`config.mk`:
```
export PLATFORM = sky130hd
export DESIGN_NAME = color_key_rle_sprite_encoder_unit
export DESIGN_NICKNAME = d
export VERILOG_FILES = /design/src/rtl/ckrle_pkg.sv /design/src/rtl/ckrle_front.sv /design/src/rtl/ckrle_queue.sv /design/src/rtl/ckrle_back.sv /design/src/rtl/color_key_rle_sprite_encoder_unit.sv
export SDC_FILE = /design/constraint.sdc
export NUM_CORES = 1
export LEC_CHECK = 0
export BUFFER_PORTS_ARGS = -buffer_cell sky130_fd_sc_hd__buf_2
export CORE_MARGIN = 2
export CORE_UTILIZATION = 52
export DETAILED_ROUTE_END_ITERATION = 8
export PLACE_DENSITY = 0.72
export SLEW_MARGIN = 20
export SYNTH_ARGS = -nofsm -noshare
export SYNTH_HDL_FRONTEND = slang
export SYNTH_SLANG_ARGS = --single-unit
```
`constraint.sdc`:
```
create_clock -name clk -period 6.8 [get_ports clk]
set_clock_uncertainty 0.1 [all_clocks]
set_input_delay 1.36 -clock clk [delete_from_list [all_inputs] [get_ports clk]]
set_output_delay 1.36 -clock clk [all_outputs]
set_load 0.02 [all_outputs]
```
`src/rtl/ckrle_pkg.sv`:
```
// ----------------------------------------------------------------------------
// ckrle_pkg
// Shared types and constants of the color-key run-length sprite encoder.
// ----------------------------------------------------------------------------
package ckrle_pkg;

    localparam int ADDR_W = 13;

    // run header codes
    localparam logic [1:0] KIND_NONE   = 2'd0;
    localparam logic [1:0] KIND_OPAQUE = 2'd1;
    localparam logic [1:0] KIND_CLEAR  = 2'd2;

    // configuration register indexes
    localparam logic [1:0] CFG_KEY_ENABLE   = 2'd0;
    localparam logic [1:0] CFG_KEY_COLOR    = 2'd1;
    localparam logic [1:0] CFG_PIXEL_FORMAT = 2'd2;

    // pixel formats
    localparam logic [1:0] FMT_RGB555 = 2'd0;
    localparam logic [1:0] FMT_RGB565 = 2'd1;
    localparam logic [1:0] FMT_RGB888 = 2'd2;
    localparam logic [1:0] FMT_XRGB32 = 2'd3;

    // one pixel's worth of byte writes, as the back sequencer plays it out
    typedef struct packed {
        logic [ADDR_W-1:0]  base;       // write pointer before this pixel
        logic [1:0]         pre;        // alignment zeros ahead of the header
        logic               hdr;        // a new run opens
        logic [1:0]         kind;       // header byte
        logic [2:0]         nbytes;     // packed pixel bytes
        logic [3:0][7:0]    pix;        // pixel bytes, lowest first
        logic [ADDR_W-1:0]  cnt_addr;   // count byte location
        logic [7:0]         cnt_val;    // count byte value
        logic [1:0]         post;       // trailing line zeros
        logic               last;       // closes the line
        logic [ADDR_W-1:0]  len;        // encoded line length
    } desc_t;

    // configuration as seen by the front
    typedef struct packed {
        logic        key_enable;
        logic [23:0] key_color;
        logic [1:0]  pixel_format;
    } cfg_t;

    // bytes per pixel for a format
    function automatic logic [2:0] bytes_of_format(input logic [1:0] fmt);
        logic [2:0] n;
        unique case (fmt)
            FMT_RGB555: n = 3'd2;
            FMT_RGB565: n = 3'd2;
            FMT_RGB888: n = 3'd3;
            default:    n = 3'd4;
        endcase
        return n;
    endfunction

endpackage

```
`src/rtl/ckrle_front.sv`:
```
// ----------------------------------------------------------------------------
// ckrle_front
// Holds configuration and line state, classifies each pixel and turns it into
// a write descriptor for the queue.
// ----------------------------------------------------------------------------
module ckrle_front
(
    input  logic                        clk,
    input  logic                        rst_n,
    input  logic                        cfg_write,
    input  logic [1:0]                  cfg_index,
    input  logic [23:0]                 cfg_data,
    input  logic                        take,
    input  logic [7:0]                  red,
    input  logic [7:0]                  green,
    input  logic [7:0]                  blue,
    input  logic                        line_end,
    output ckrle_pkg::desc_t            desc
);

    ckrle_pkg::cfg_t                    cfg_reg;
    logic [1:0]                         run_kind_reg;
    logic [1:0]                         run_kind_next;
    logic [ckrle_pkg::ADDR_W-1:0]       cnt_addr_reg;
    logic [ckrle_pkg::ADDR_W-1:0]       cnt_addr_next;
    logic [7:0]                         run_count_reg;
    logic [7:0]                         run_count_next;
    logic [ckrle_pkg::ADDR_W-1:0]       wp_reg;
    logic [ckrle_pkg::ADDR_W-1:0]       wp_next;

    logic [2:0]                         bpp;
    logic                               clear;
    logic [1:0]                         kind;
    logic [8:0]                         rc_sum;
    logic                               new_run;
    logic [1:0]                         pre;
    logic [ckrle_pkg::ADDR_W-1:0]       wp_hdr;
    logic [ckrle_pkg::ADDR_W-1:0]       wp_data;
    logic [ckrle_pkg::ADDR_W-1:0]       wp_end;
    logic [ckrle_pkg::ADDR_W-1:0]       cnt_addr;
    logic [7:0]                         cnt_val;
    logic [2:0]                         nbytes;
    logic [1:0]                         post;
    logic [15:0]                        pix16;
    logic [3:0][7:0]                    pix;

    // classify and lay out the writes of this pixel
    always_comb
    begin
        bpp     = ckrle_pkg::bytes_of_format(cfg_reg.pixel_format);
        clear   = cfg_reg.key_enable && ({red, green, blue} == cfg_reg.key_color);
        kind    = clear ? ckrle_pkg::KIND_CLEAR : ckrle_pkg::KIND_OPAQUE;
        rc_sum  = {1'b0, run_count_reg} + {6'd0, bpp};
        new_run = (run_kind_reg != kind) || (rc_sum > 9'd255);
        pre     = (!clear && new_run) ? 2'(2'd2 - wp_reg[1:0]) : 2'd0;
        wp_hdr  = wp_reg + {11'd0, pre};
        cnt_addr = new_run ? wp_hdr + 13'd1 : cnt_addr_reg;
        wp_data = new_run ? wp_hdr + 13'd2 : wp_reg;
        nbytes  = clear ? 3'd0 : bpp;
        wp_end  = wp_data + {10'd0, nbytes};
        post    = line_end ? 2'(2'd0 - wp_end[1:0]) : 2'd0;
        cnt_val = new_run ? {5'd0, bpp} : rc_sum[7:0];
    end

    // pack the pixel bytes
    always_comb
    begin
        pix16 = 16'd0;
        pix   = '0;
        unique case (cfg_reg.pixel_format)
            ckrle_pkg::FMT_RGB555:
            begin
                pix16  = {1'b0, red[7:3], green[7:3], blue[7:3]};
                pix[0] = pix16[7:0];
                pix[1] = pix16[15:8];
            end
            ckrle_pkg::FMT_RGB565:
            begin
                pix16  = {red[7:3], green[7:2], blue[7:3]};
                pix[0] = pix16[7:0];
                pix[1] = pix16[15:8];
            end
            default:
            begin
                pix[0] = blue;
                pix[1] = green;
                pix[2] = red;
            end
        endcase
    end

    // descriptor for the queue
    always_comb
    begin
        desc.base     = wp_reg;
        desc.pre      = pre;
        desc.hdr      = new_run;
        desc.kind     = kind;
        desc.nbytes   = nbytes;
        desc.pix      = pix;
        desc.cnt_addr = cnt_addr;
        desc.cnt_val  = cnt_val;
        desc.post     = post;
        desc.last     = line_end;
        desc.len      = wp_end + {11'd0, post};
    end

    // next line state
    always_comb
    begin
        run_kind_next  = run_kind_reg;
        cnt_addr_next  = cnt_addr_reg;
        run_count_next = run_count_reg;
        wp_next        = wp_reg;
        if (take)
        begin
            if (line_end)
            begin
                run_kind_next  = ckrle_pkg::KIND_NONE;
                cnt_addr_next  = '0;
                run_count_next = '0;
                wp_next        = '0;
            end
            else
            begin
                run_kind_next  = kind;
                cnt_addr_next  = cnt_addr;
                run_count_next = cnt_val;
                wp_next        = wp_end;
            end
        end
    end

    // line state registers
    always_ff @(posedge clk or negedge rst_n)
    begin
        if (!rst_n)
        begin
            run_kind_reg  <= ckrle_pkg::KIND_NONE;
            cnt_addr_reg  <= '0;
            run_count_reg <= '0;
            wp_reg        <= '0;
        end
        else
        begin
            run_kind_reg  <= run_kind_next;
            cnt_addr_reg  <= cnt_addr_next;
            run_count_reg <= run_count_next;
            wp_reg        <= wp_next;
        end
    end

    // configuration registers
    always_ff @(posedge clk or negedge rst_n)
    begin
        if (!rst_n)
        begin
            cfg_reg.key_enable   <= 1'b0;
            cfg_reg.key_color    <= 24'd0;
            cfg_reg.pixel_format <= ckrle_pkg::FMT_XRGB32;
        end
        else if (cfg_write)
        begin
            unique case (cfg_index)
                ckrle_pkg::CFG_KEY_ENABLE:   cfg_reg.key_enable   <= cfg_data[0];
                ckrle_pkg::CFG_KEY_COLOR:    cfg_reg.key_color    <= cfg_data;
                ckrle_pkg::CFG_PIXEL_FORMAT: cfg_reg.pixel_format <= cfg_data[1:0];
                default:                     ;
            endcase
        end
    end

endmodule

```
`src/rtl/ckrle_queue.sv`:
```
// ----------------------------------------------------------------------------
// ckrle_queue
// Small descriptor queue between the front and the back sequencer.
// ----------------------------------------------------------------------------
module ckrle_queue
#(
    parameter int DEPTH = 4     // two or more
)
(
    input  logic                clk,
    input  logic                rst_n,
    input  logic                push,
    input  ckrle_pkg::desc_t    push_data,
    input  logic                pop,
    output ckrle_pkg::desc_t    head,
    output logic                full,
    output logic                empty
);

    localparam int PTR_W = $clog2(DEPTH);
    localparam int CNT_W = $clog2(DEPTH + 1);

    ckrle_pkg::desc_t           slot_reg [DEPTH];
    logic [PTR_W-1:0]           wr_ptr_reg;
    logic [PTR_W-1:0]           rd_ptr_reg;
    logic [CNT_W-1:0]           count_reg;

    assign full  = (count_reg == CNT_W'(DEPTH));
    assign empty = (count_reg == '0);
    assign head  = slot_reg[rd_ptr_reg];

    // storage
    always_ff @(posedge clk)
    begin
        if (push)
            slot_reg[wr_ptr_reg] <= push_data;
    end

    // pointers and fill count
    always_ff @(posedge clk or negedge rst_n)
    begin
        if (!rst_n)
        begin
            wr_ptr_reg <= '0;
            rd_ptr_reg <= '0;
            count_reg  <= '0;
        end
        else
        begin
            if (push)
                wr_ptr_reg <= (wr_ptr_reg == PTR_W'(DEPTH - 1)) ? '0 : wr_ptr_reg + 1'b1;
            if (pop)
                rd_ptr_reg <= (rd_ptr_reg == PTR_W'(DEPTH - 1)) ? '0 : rd_ptr_reg + 1'b1;
            if (push && !pop)
                count_reg <= count_reg + 1'b1;
            else if (pop && !push)
                count_reg <= count_reg - 1'b1;
        end
    end

endmodule

```
`src/rtl/ckrle_back.sv`:
```
// ----------------------------------------------------------------------------
// ckrle_back
// Plays one descriptor out as byte writes, one per cycle while the output is
// not stalled, into the output register.
// ----------------------------------------------------------------------------
module ckrle_back
(
    input  logic                            clk,
    input  logic                            rst_n,
    input  ckrle_pkg::desc_t                head,
    input  logic                            empty,
    output logic                            pop,
    output logic                            out_valid,
    input  logic                            out_stall,
    output logic [ckrle_pkg::ADDR_W-1:0]    byte_address,
    output logic [7:0]                      byte_value,
    output logic                            last_of_item,
    output logic                            line_done,
    output logic [ckrle_pkg::ADDR_W-1:0]    line_length
);

    typedef enum logic [4:0] {
        PH_PRE  = 5'b00001,
        PH_HDR  = 5'b00010,
        PH_PIX  = 5'b00100,
        PH_CNT  = 5'b01000,
        PH_POST = 5'b10000
    } phase_t;

    logic                           start_reg;
    logic                           start_next;
    phase_t                         phase_reg;
    phase_t                         phase_next;
    logic [ckrle_pkg::ADDR_W-1:0]   addr_reg;
    logic [ckrle_pkg::ADDR_W-1:0]   addr_next;
    logic [2:0]                     sub_reg;
    logic [2:0]                     sub_next;
    logic                           out_valid_reg;

    phase_t                         cur_phase;
    logic [ckrle_pkg::ADDR_W-1:0]   cur_addr;
    logic [2:0]                     cur_sub;
    logic [2:0]                     sub_inc;
    logic                           step;
    logic                           final_c;
    logic [ckrle_pkg::ADDR_W-1:0]   wr_addr;
    logic [7:0]                     wr_val;

    assign step      = !empty && (!out_valid_reg || !out_stall);
    assign pop       = step && final_c;
    assign out_valid = out_valid_reg;

    // where this step stands: a fresh descriptor starts from its first phase
    always_comb
    begin
        if (start_reg)
        begin
            cur_addr = head.base;
            cur_sub  = 3'd0;
            if (head.pre != 2'd0)
                cur_phase = PH_PRE;
            else if (head.hdr)
                cur_phase = PH_HDR;
            else if (head.nbytes != 3'd0)
                cur_phase = PH_PIX;
            else
                cur_phase = PH_CNT;
        end
        else
        begin
            cur_phase = phase_reg;
            cur_addr  = addr_reg;
            cur_sub   = sub_reg;
        end
    end

    // byte of this step and the step after it
    always_comb
    begin
        sub_inc    = cur_sub + 3'd1;
        wr_addr    = cur_addr;
        wr_val     = 8'd0;
        final_c    = 1'b0;
        phase_next = cur_phase;
        addr_next  = cur_addr + 13'd1;
        sub_next   = sub_inc;
        unique case (cur_phase)
            PH_PRE:
            begin
                if (sub_inc == {1'b0, head.pre})
                begin
                    phase_next = PH_HDR;
                    sub_next   = 3'd0;
                end
            end
            PH_HDR:
            begin
                wr_val     = {6'd0, head.kind};
                addr_next  = cur_addr + 13'd2;
                sub_next   = 3'd0;
                phase_next = (head.nbytes != 3'd0) ? PH_PIX : PH_CNT;
            end
            PH_PIX:
            begin
                wr_val = head.pix[cur_sub[1:0]];
                if (sub_inc == head.nbytes)
                begin
                    phase_next = PH_CNT;
                    sub_next   = 3'd0;
                end
            end
            PH_CNT:
            begin
                wr_addr    = head.cnt_addr;
                wr_val     = head.cnt_val;
                addr_next  = cur_addr;
                sub_next   = 3'd0;
                phase_next = PH_POST;
                final_c    = (head.post == 2'd0);
            end
            PH_POST:
            begin
                final_c = (sub_inc == {1'b0, head.post});
            end
            default:
            begin
                final_c = 1'b1;
            end
        endcase
        start_next = final_c;
    end

    // sequencer registers
    always_ff @(posedge clk or negedge rst_n)
    begin
        if (!rst_n)
        begin
            start_reg <= 1'b1;
            phase_reg <= PH_PRE;
            addr_reg  <= '0;
            sub_reg   <= '0;
        end
        else if (step)
        begin
            start_reg <= start_next;
            phase_reg <= phase_next;
            addr_reg  <= addr_next;
            sub_reg   <= sub_next;
        end
    end

    // output valid
    always_ff @(posedge clk or negedge rst_n)
    begin
        if (!rst_n)
            out_valid_reg <= 1'b0;
        else if (step)
            out_valid_reg <= 1'b1;
        else if (!out_stall)
            out_valid_reg <= 1'b0;
    end

    // output payload
    always_ff @(posedge clk)
    begin
        if (step)
        begin
            byte_address <= wr_addr;
            byte_value   <= wr_val;
            last_of_item <= final_c;
            line_done    <= final_c && head.last;
            line_length  <= (final_c && head.last) ? head.len : '0;
        end
    end

endmodule

```
`src/rtl/color_key_rle_sprite_encoder_unit.sv`:
```
// ----------------------------------------------------------------------------
// color_key_rle_sprite_encoder_unit
// Color-keyed run-length sprite line encoder, top level.
// ----------------------------------------------------------------------------
// Pixels come in one per transfer and leave as byte writes into a line
// buffer, one write per cycle while the output is not stalled. A pixel
// writes its pixel bytes (2, 3 or 4 when opaque, none when transparent) plus
// the count byte, plus up to four on a run start (alignment zeros and header)
// and up to three trailing zeros on the last pixel of a line, so 1 to 9
// writes; a 32-bit opaque pixel inside a run writes 5. The front accepts a
// pixel in every cycle while the descriptor queue (QUEUE_DEPTH entries) has
// room, so short bursts of pixels are taken at full rate while writes drain.
module color_key_rle_sprite_encoder_unit
#(
    parameter int QUEUE_DEPTH = 4
)
(
    input  logic                            clk,
    input  logic                            rst_n,
    input  logic                            cfg_write,
    input  logic [1:0]                      cfg_index,
    input  logic [23:0]                     cfg_data,
    input  logic                            in_valid,
    output logic                            in_stall,
    input  logic [7:0]                      red,
    input  logic [7:0]                      green,
    input  logic [7:0]                      blue,
    input  logic                            line_end,
    output logic                            out_valid,
    input  logic                            out_stall,
    output logic [ckrle_pkg::ADDR_W-1:0]    byte_address,
    output logic [7:0]                      byte_value,
    output logic                            last_of_item,
    output logic                            line_done,
    output logic [ckrle_pkg::ADDR_W-1:0]    line_length
);

    ckrle_pkg::desc_t   push_desc;
    ckrle_pkg::desc_t   head;
    logic               full;
    logic               empty;
    logic               pop;
    logic               take;

    // input transfer
    assign in_stall = full;
    assign take     = in_valid && !full;

    ckrle_front u_front
    (
        .clk        (clk),
        .rst_n      (rst_n),
        .cfg_write  (cfg_write),
        .cfg_index  (cfg_index),
        .cfg_data   (cfg_data),
        .take       (take),
        .red        (red),
        .green      (green),
        .blue       (blue),
        .line_end   (line_end),
        .desc       (push_desc)
    );

    ckrle_queue #(.DEPTH(QUEUE_DEPTH)) u_queue
    (
        .clk        (clk),
        .rst_n      (rst_n),
        .push       (take),
        .push_data  (push_desc),
        .pop        (pop),
        .head       (head),
        .full       (full),
        .empty      (empty)
    );

    ckrle_back u_back
    (
        .clk            (clk),
        .rst_n          (rst_n),
        .head           (head),
        .empty          (empty),
        .pop            (pop),
        .out_valid      (out_valid),
        .out_stall      (out_stall),
        .byte_address   (byte_address),
        .byte_value     (byte_value),
        .last_of_item   (last_of_item),
        .line_done      (line_done),
        .line_length    (line_length)
    );

endmodule

```
==> impl_metrics.env, run 1 <==
export IMPL_synth_cells=1395
export IMPL_first_global_vias=12300
export IMPL_vias_per_cell=5.99
export IMPL_gr_total_overflow=0
export IMPL_row_count=72
export IMPL_synth_most_common_cell="edfxtp_1"
export IMPL_ys_ff_latch=457
export IMPL_crit_required_ns=7.00
export IMPL_root_buffer="clkbuf_16"
export IMPL_netlist_area_um2=20600
export IMPL_synth_warnings=0
export IMPL_ys_top_cells_by_area="edfxtp_1, dfrtp_1, mux4_2"
export IMPL_layout_area_seq_um2=13300
export IMPL_syn_num_nets=1470
export IMPL_p_leak_uw=0.00826
export IMPL_fin_crit_sh=0.930
export IMPL_synth_edff_count=364
export IMPL_pin_count=94
export IMPL_fin_nets=1573
export IMPL_wl_um=45000
export IMPL_cts_path_max_buffers=3
export IMPL_grt_max_degree=68
export IMPL_utilization=0.596
export IMPL_crit_type="flip-flop to flip-flop"
export IMPL_cp_max_fo=7
export IMPL_async_flop_share=0.204
export IMPL_tns_ns=0
export IMPL_htree_levels=2
export IMPL_finalSetupViolCount=0
export IMPL_grt_pass1_wl_um=70800
export IMPL_maxCapViolCount=0
export IMPL_cts_buffers=46
export IMPL_outcome="finished, final reports clean"
export IMPL_yosys_top_cells_count="edfxtp_1, nor2_1, nand2_1"
export IMPL_clock_latency_ns=0.58
export IMPL_start_util=0.529
export IMPL_fillers=2972
export IMPL_syn_avg_cell_area_um2=14.8
export IMPL_clkTransAtPathRegs_ns=0.06
export IMPL_yosysTopAreaCellShare=0.530
export IMPL_rsz0062_at_grt="no"
export IMPL_dr_pass1_iters=8
export IMPL_wl_per_cell_um=21.9
export IMPL_area_delta_synth_final_pct=12.6
export IMPL_power_density_nw_per_um2=450
export IMPL_die_x_um=203
export IMPL_min_period_ns=6.32
export IMPL_fmax_mhz=158
export IMPL_gr_usage_all_layers=0.224
export IMPL_layout_setup_ws_ns=0.479
export IMPL_coreArea_um2=38900
export IMPL_ys_flop_type="edfxtp_1"
export IMPL_cts_tree="done"
export IMPL_tightest_slew_ns=1.03
export IMPL_gp_congestion=0.905
export IMPL_largest_reg_flops=328
export IMPL_place_ws_ns=0.0151
export IMPL_cts_hold_repair_buffers=0
export IMPL_route_detailed_drc=0
export IMPL_worstSetupStartpointType="flip-flop"
export IMPL_ir_drop_v=0.000250
export IMPL_whs_ns=0.377
export IMPL_critical_path_arrival_ns=6.52
export IMPL_dieHeight_um=203
export IMPL_antenna_found_initial=2
export IMPL_numPortBuffers=93
export IMPL_yosysUniqueCellTypes=83
export IMPL_holdCritPathClass="flip-flop to flip-flop"
export IMPL_relSlewSlack=0.315
export IMPL_multi_input_area_um2=7000
export IMPL_vias=12300
export IMPL_hpwl_um=28800
export IMPL_final_hold_violation_count=0
export IMPL_drive_gt1_frac=0.242
export IMPL_ys_seq_area_frac=0.644
export IMPL_drtAntennaViolNets=0
export IMPL_critPathCaptureType="flip-flop"
export IMPL_synth_area_leader_cell="edfxtp_1"
export IMPL_die_area_um2=41200
export IMPL_drt_iter0_markers=1041
export IMPL_slew_violations=0
export IMPL_cts_sinks=457
timing repair:
item / CTS / global route
setup buffers: 0 / 0
endpoints found under the setup margin: 0 / 4
resized for setup: 0 / 1
per-stage QoR:
step	power [uW]	cell area, um2	std cells
after global routing	11000	23200	2055
after detailed placement	8060	21700	1967
after CTS	10500	23200	2052
final	10500	23200	2055
after global placement	7950	21700	1967
after floorplan	6930	20600	1395
power by group:
part	total (uW)	leakage, uW	internal [uW]	switching, uW
clock network	2440	0.000713	1390	1050
registers	4380	0.00454	4010	376
logic	3630	0.00301	1440	2190
layout make-up:
type / instances / area share
Clock buffer: 58 / 0.0524
Inverter: 23 / 0.00372
Antenna cell: 2 / 0.000216
Tap cell: 518 / 0.0279
Multi-Input combinational cell: 841 / 0.302
Timing Repair Buffer: 129 / 0.0320
Clock inverter: 27 / 0.0102
Sequential cell: 457 / 0.572
layout by cell type (no fill, tap or decap), types with 44 or more instances in the layout:
cell type,instances
xnor2_1,62
mux4_2,82
buf_2,92
clkbuf_16,46
nor2_1,108
dfrtp_1,87
o21ai_0,70
nand2_1,99
edfxtp_1,364
mux2_2,44
per-layer routing:
metal  track usage  vias up  routed length (um)
li1              -     5536                   -
met1         0.340     6284               20500
met2         0.342      442               20800
met3        0.0313       53                2870
met4        0.0613        0                 818
met5             0        -                   0
kinds of logic (layout without fill, tap and decap cells):
family,after synthesis,after routing,synth area share
AOI/OAI and AO/OA,218,218,0.0727
xor gates and xnor gates,95,95,0.0404
adders and majority gates,19,19,0.0123
buffers and inverters,97,237,0.0185
DFF,457,457,0.644
muxes,149,149,0.125
other,0,2,0
and+or+nand+nor,360,360,0.0871
final timing paths:
check | startpoint | to | slack, ns | cells after the start
setup / recovery | u_front.cfg_reg[1]$_DFFE_PN1P_ | u_queue.slot_reg[1][12]$_DFFE_PP_ | 0.48 | 25
hold / removal | u_back.addr_reg[0]$_DFFE_PN0P_ | u_back.addr_reg[0]$_DFFE_PN0P_ | 0.38 | 2
setup reg to reg | u_front.cfg_reg[1]$_DFFE_PN1P_ | u_queue.slot_reg[1][12]$_DFFE_PP_ | 0.48 | 25
hold reg to reg | u_back.addr_reg[0]$_DFFE_PN0P_ | u_back.addr_reg[0]$_DFFE_PN0P_ | 0.38 | 2
max in group asynchronous | rst_n | u_front.cfg_reg[0]$_DFFE_PN1P_ | 4.81 | 2
min in group asynchronous | rst_n | u_front.wp_reg[1]$_DFFE_PN0P_ | 0.85 | 1
critical path: stages (launching register included):
cell	delay [ns]
dfstp_2	0.61
and2_1	0.29
xnor2_1	0.16
ha_1	0.29
a31oi_2	0.17
nor4_4	0.40
nor2_1	0.09
mux2_4	0.28
inv_2	0.06
nand2_1	0.10
nand2_1	0.09
o21ai_0	0.08
ha_1	0.23
or3_1	0.36
and2_1	0.21
ha_1	0.27
and2_1	0.20
a21boi_1	0.14
nor2_1	0.24
o211a_1	0.18
a2111oi_2	0.05
or3b_1	0.41
a2111oi_2	0.36
xnor2_1	0.24
nand4_1	0.20
xnor2_2	0.20
Note: power is estimated with default switching activity, not from simulation.
==> run 2, diff against run 1 <==
--- a/config.mk
+++ b/config.mk
@@ -9,6 +9,7 @@
 export CORE_MARGIN = 2
 export CORE_UTILIZATION = 52
 export DETAILED_ROUTE_END_ITERATION = 8
+export MAX_ROUTING_LAYER = met4
 export PLACE_DENSITY = 0.72
 export SLEW_MARGIN = 20
 export SYNTH_ARGS = -nofsm -noshare
==> run 2 against run 1 <==
Register-to-register slack barely moved. First-iteration DRC count up 1.6%. Power decreased by 0.83%. Global-route usage increased by 0.73 points. Critical path depth stayed put. Utilization shrank 0.18 points. Combinational power fell by 1%. Worst hold slack improved by 0.0051 ns. Sequential power is essentially flat. Die area unchanged. Non-clock buffer count is 1 higher. Maximum frequency decreased by 0.21%. Critical path type unchanged. Largest cell class unchanged. Largest power group unchanged.
==> impl_metrics.env, run 2 (synthesis results as in run 1) <==
export IMPL_pin_count=94
export IMPL_placed_area_um2=21700
export IMPL_worstSetupStartpointType="flip-flop"
export IMPL_dieHeight_um=203
export IMPL_crit_type="flip-flop to flip-flop"
export IMPL_worstHoldPathCells=2
export IMPL_grt_pass1_wl_um=70400
export IMPL_cts_resized=0
export IMPL_fin_crit_sh=0.931
export IMPL_rsz0062_at_grt="no"
export IMPL_drive_gt1_frac=0.236
export IMPL_final_hold_violation_count=0
export IMPL_slew_violations=0
export IMPL_coreArea_um2=38900
export IMPL_final_area_um2=23100
export IMPL_drtAntennaViolNets=0
export IMPL_wl_um=45100
export IMPL_use_met1=0.336
export IMPL_cts_buffers=45
export IMPL_drt_iter0_markers=1058
export IMPL_postCtsSetupBuffers=0
export IMPL_met3_usage=0.0400
export IMPL_relSlewSlack=0.293
export IMPL_cts_hold_repair_buffers=0
export IMPL_vias_per_cell=5.91
export IMPL_holdCritPathClass="flip-flop to flip-flop"
export IMPL_multi_input_area_um2=6990
export IMPL_grt_max_degree=64
export IMPL_clkTransAtPathRegs_ns=0.06
export IMPL_row_count=72
export IMPL_gr_max_usage_layer="met2"
export IMPL_max_stage_delay_ns=0.60
export IMPL_first_global_vias=12200
export IMPL_critical_path_arrival_ns=6.60
export IMPL_p_leak_uw=0.00822
export IMPL_maxCapViolCount=0
export IMPL_fmax_mhz=158
export IMPL_layoutNonFillerInstCount=2052
export IMPL_reg2regPathDepth=25
export IMPL_cts_path_max_buffers=3
export IMPL_cts_tree="done"
export IMPL_reg2reg_slack_ns=0.47
export IMPL_fin_nets=1573
export IMPL_cts_sinks=457
export IMPL_tightest_slew_ns=1.06
export IMPL_die_x_um=203
export IMPL_numPlacedInstances=1969
export IMPL_worstHoldStart="u_back.addr_reg[10]$_DFFE_PN0P_"
export IMPL_critPathCaptureType="flip-flop"
export IMPL_p_total_uw=10400
export IMPL_wl_per_cell_um=22.0
export IMPL_htree_levels=2
export IMPL_antenna_found_initial=2
export IMPL_hold_end="u_back.addr_reg[10]$_DFFE_PN0P_"
export IMPL_rr_endpoint="u_queue.slot_reg[3][12]$_DFFE_PP_"
export IMPL_largest_reg_flops=328
export IMPL_root_buffer="clkbuf_16"
export IMPL_area_delta_synth_final_pct=12.3
export IMPL_cp_max_fo=7
export IMPL_fillers=2961
export IMPL_critical_path_slowest_cell="dfstp_2"
export IMPL_use_met2=0.343
export IMPL_rr_startpoint="u_front.cfg_reg[1]$_DFFE_PN1P_"
export IMPL_min_period_ns=6.33
export IMPL_numPortBuffers=93
export IMPL_layout_common_cells="edfxtp_1, nor2_1, nand2_1"
export IMPL_power_density_nw_per_um2=448
export IMPL_route_detailed_drc=0
export IMPL_clock_latency_ns=0.59
export IMPL_outcome="finished, final reports clean"
export IMPL_die_area_um2=41200
export IMPL_crit_required_ns=7.06
export IMPL_dr_pass1_iters=5
export IMPL_layout_area_seq_um2=13300
export IMPL_gp_congestion=0.897
export IMPL_vias=12100
export IMPL_hpwl_um=28800
export IMPL_final_common_cell="edfxtp_1"
export IMPL_gr_total_overflow=0
export IMPL_gr_usage_all_layers=0.231
export IMPL_finalSetupViolCount=0
export IMPL_start_util=0.529
export IMPL_ir_drop_v=0.000397
==> run 2: cell count changes in the layout (fill, tap and decap cells not counted), sizes merged <==
cell / change
clkinv: -4
inv: -3
clkinvlp: -1
diode: -1
clkbuf: +6
buf: +1
bufinv: -1
==> run 2: area by class of cell <==
class / instances / share of cell area
antenna: 1 / 0.000108
clock buffer: 64 / 0.0535
clock inverter: 18 / 0.00633
inverter: 23 / 0.00373
multi-input combinational: 841 / 0.302
sequential: 457 / 0.574
tap: 518 / 0.0280
timing repair buffer: 130 / 0.0324
==> run 2: worst max-delay path by stage <==
stage,start,endpoint,slack [ns],depth (start not counted)
6_report,u_front.cfg_reg[1]$_DFFE_PN1P_,u_queue.slot_reg[3][12]$_DFFE_PP_,0.47,25
5_1_grt,u_front.cfg_reg[1]$_DFFE_PN1P_,u_queue.slot_reg[3][12]$_DFFE_PP_,0.06,25
3_3_place_gp,blue[3],u_queue.slot_reg[2][12]$_DFFE_PP_,0.16,24
3_5_place_dp,blue[3],u_queue.slot_reg[2][12]$_DFFE_PP_,-0.02,24
2_1_floorplan,blue[2],u_queue.slot_reg[0][12]$_DFFE_PP_,0.02,25
4_1_cts,u_front.cfg_reg[1]$_DFFE_PN1P_,u_queue.slot_reg[3][12]$_DFFE_PP_,0.52,25
==> run 2: per-layer routing <==
layer	share of wire	vias up
li1	-	5530
met1	0.46	6160
met2	0.46	367
met3	0.062	71
met4	0.021	0
met5	0	-
==> run 2: report_power, final <==
group | leakage (uW) | total, uW | internal (uW) | switching (uW)
sequential | 0.00454 | 4410 | 4010 | 402
clock | 0.000676 | 2370 | 1340 | 1020
combinational | 0.00300 | 3590 | 1440 | 2150
==> run 2: metrics by stage <==
step	utilization	setup TNS (ns)	worst slack [ns]	hold slack, ns
6_report	0.594	0	0.466	0.383
5_1_grt	0.594	0	0.0621	0.391
4_1_cts	0.594	0	0.519	0.381
3_5_place_dp	0.559	-0.0613	-0.0153	0.364
3_3_place_gp	0.558	0	0.157	0.363
2_1_floorplan	-	0	0.0173	0.342
==> run 2: critical path: cells and delay by family, from the launching register on <==
family | cells | cell delay (ns)
XOR/XNOR | 3 | 0.74
adder cells (fa/ha/maj) | 3 | 0.79
AO/OA/AOI/OAI | 6 | 0.98
buffers and inverters | 1 | 0.07
flip-flops | 1 | 0.60
multiplexers | 1 | 0.28
AND/OR/NAND/NOR | 11 | 2.58
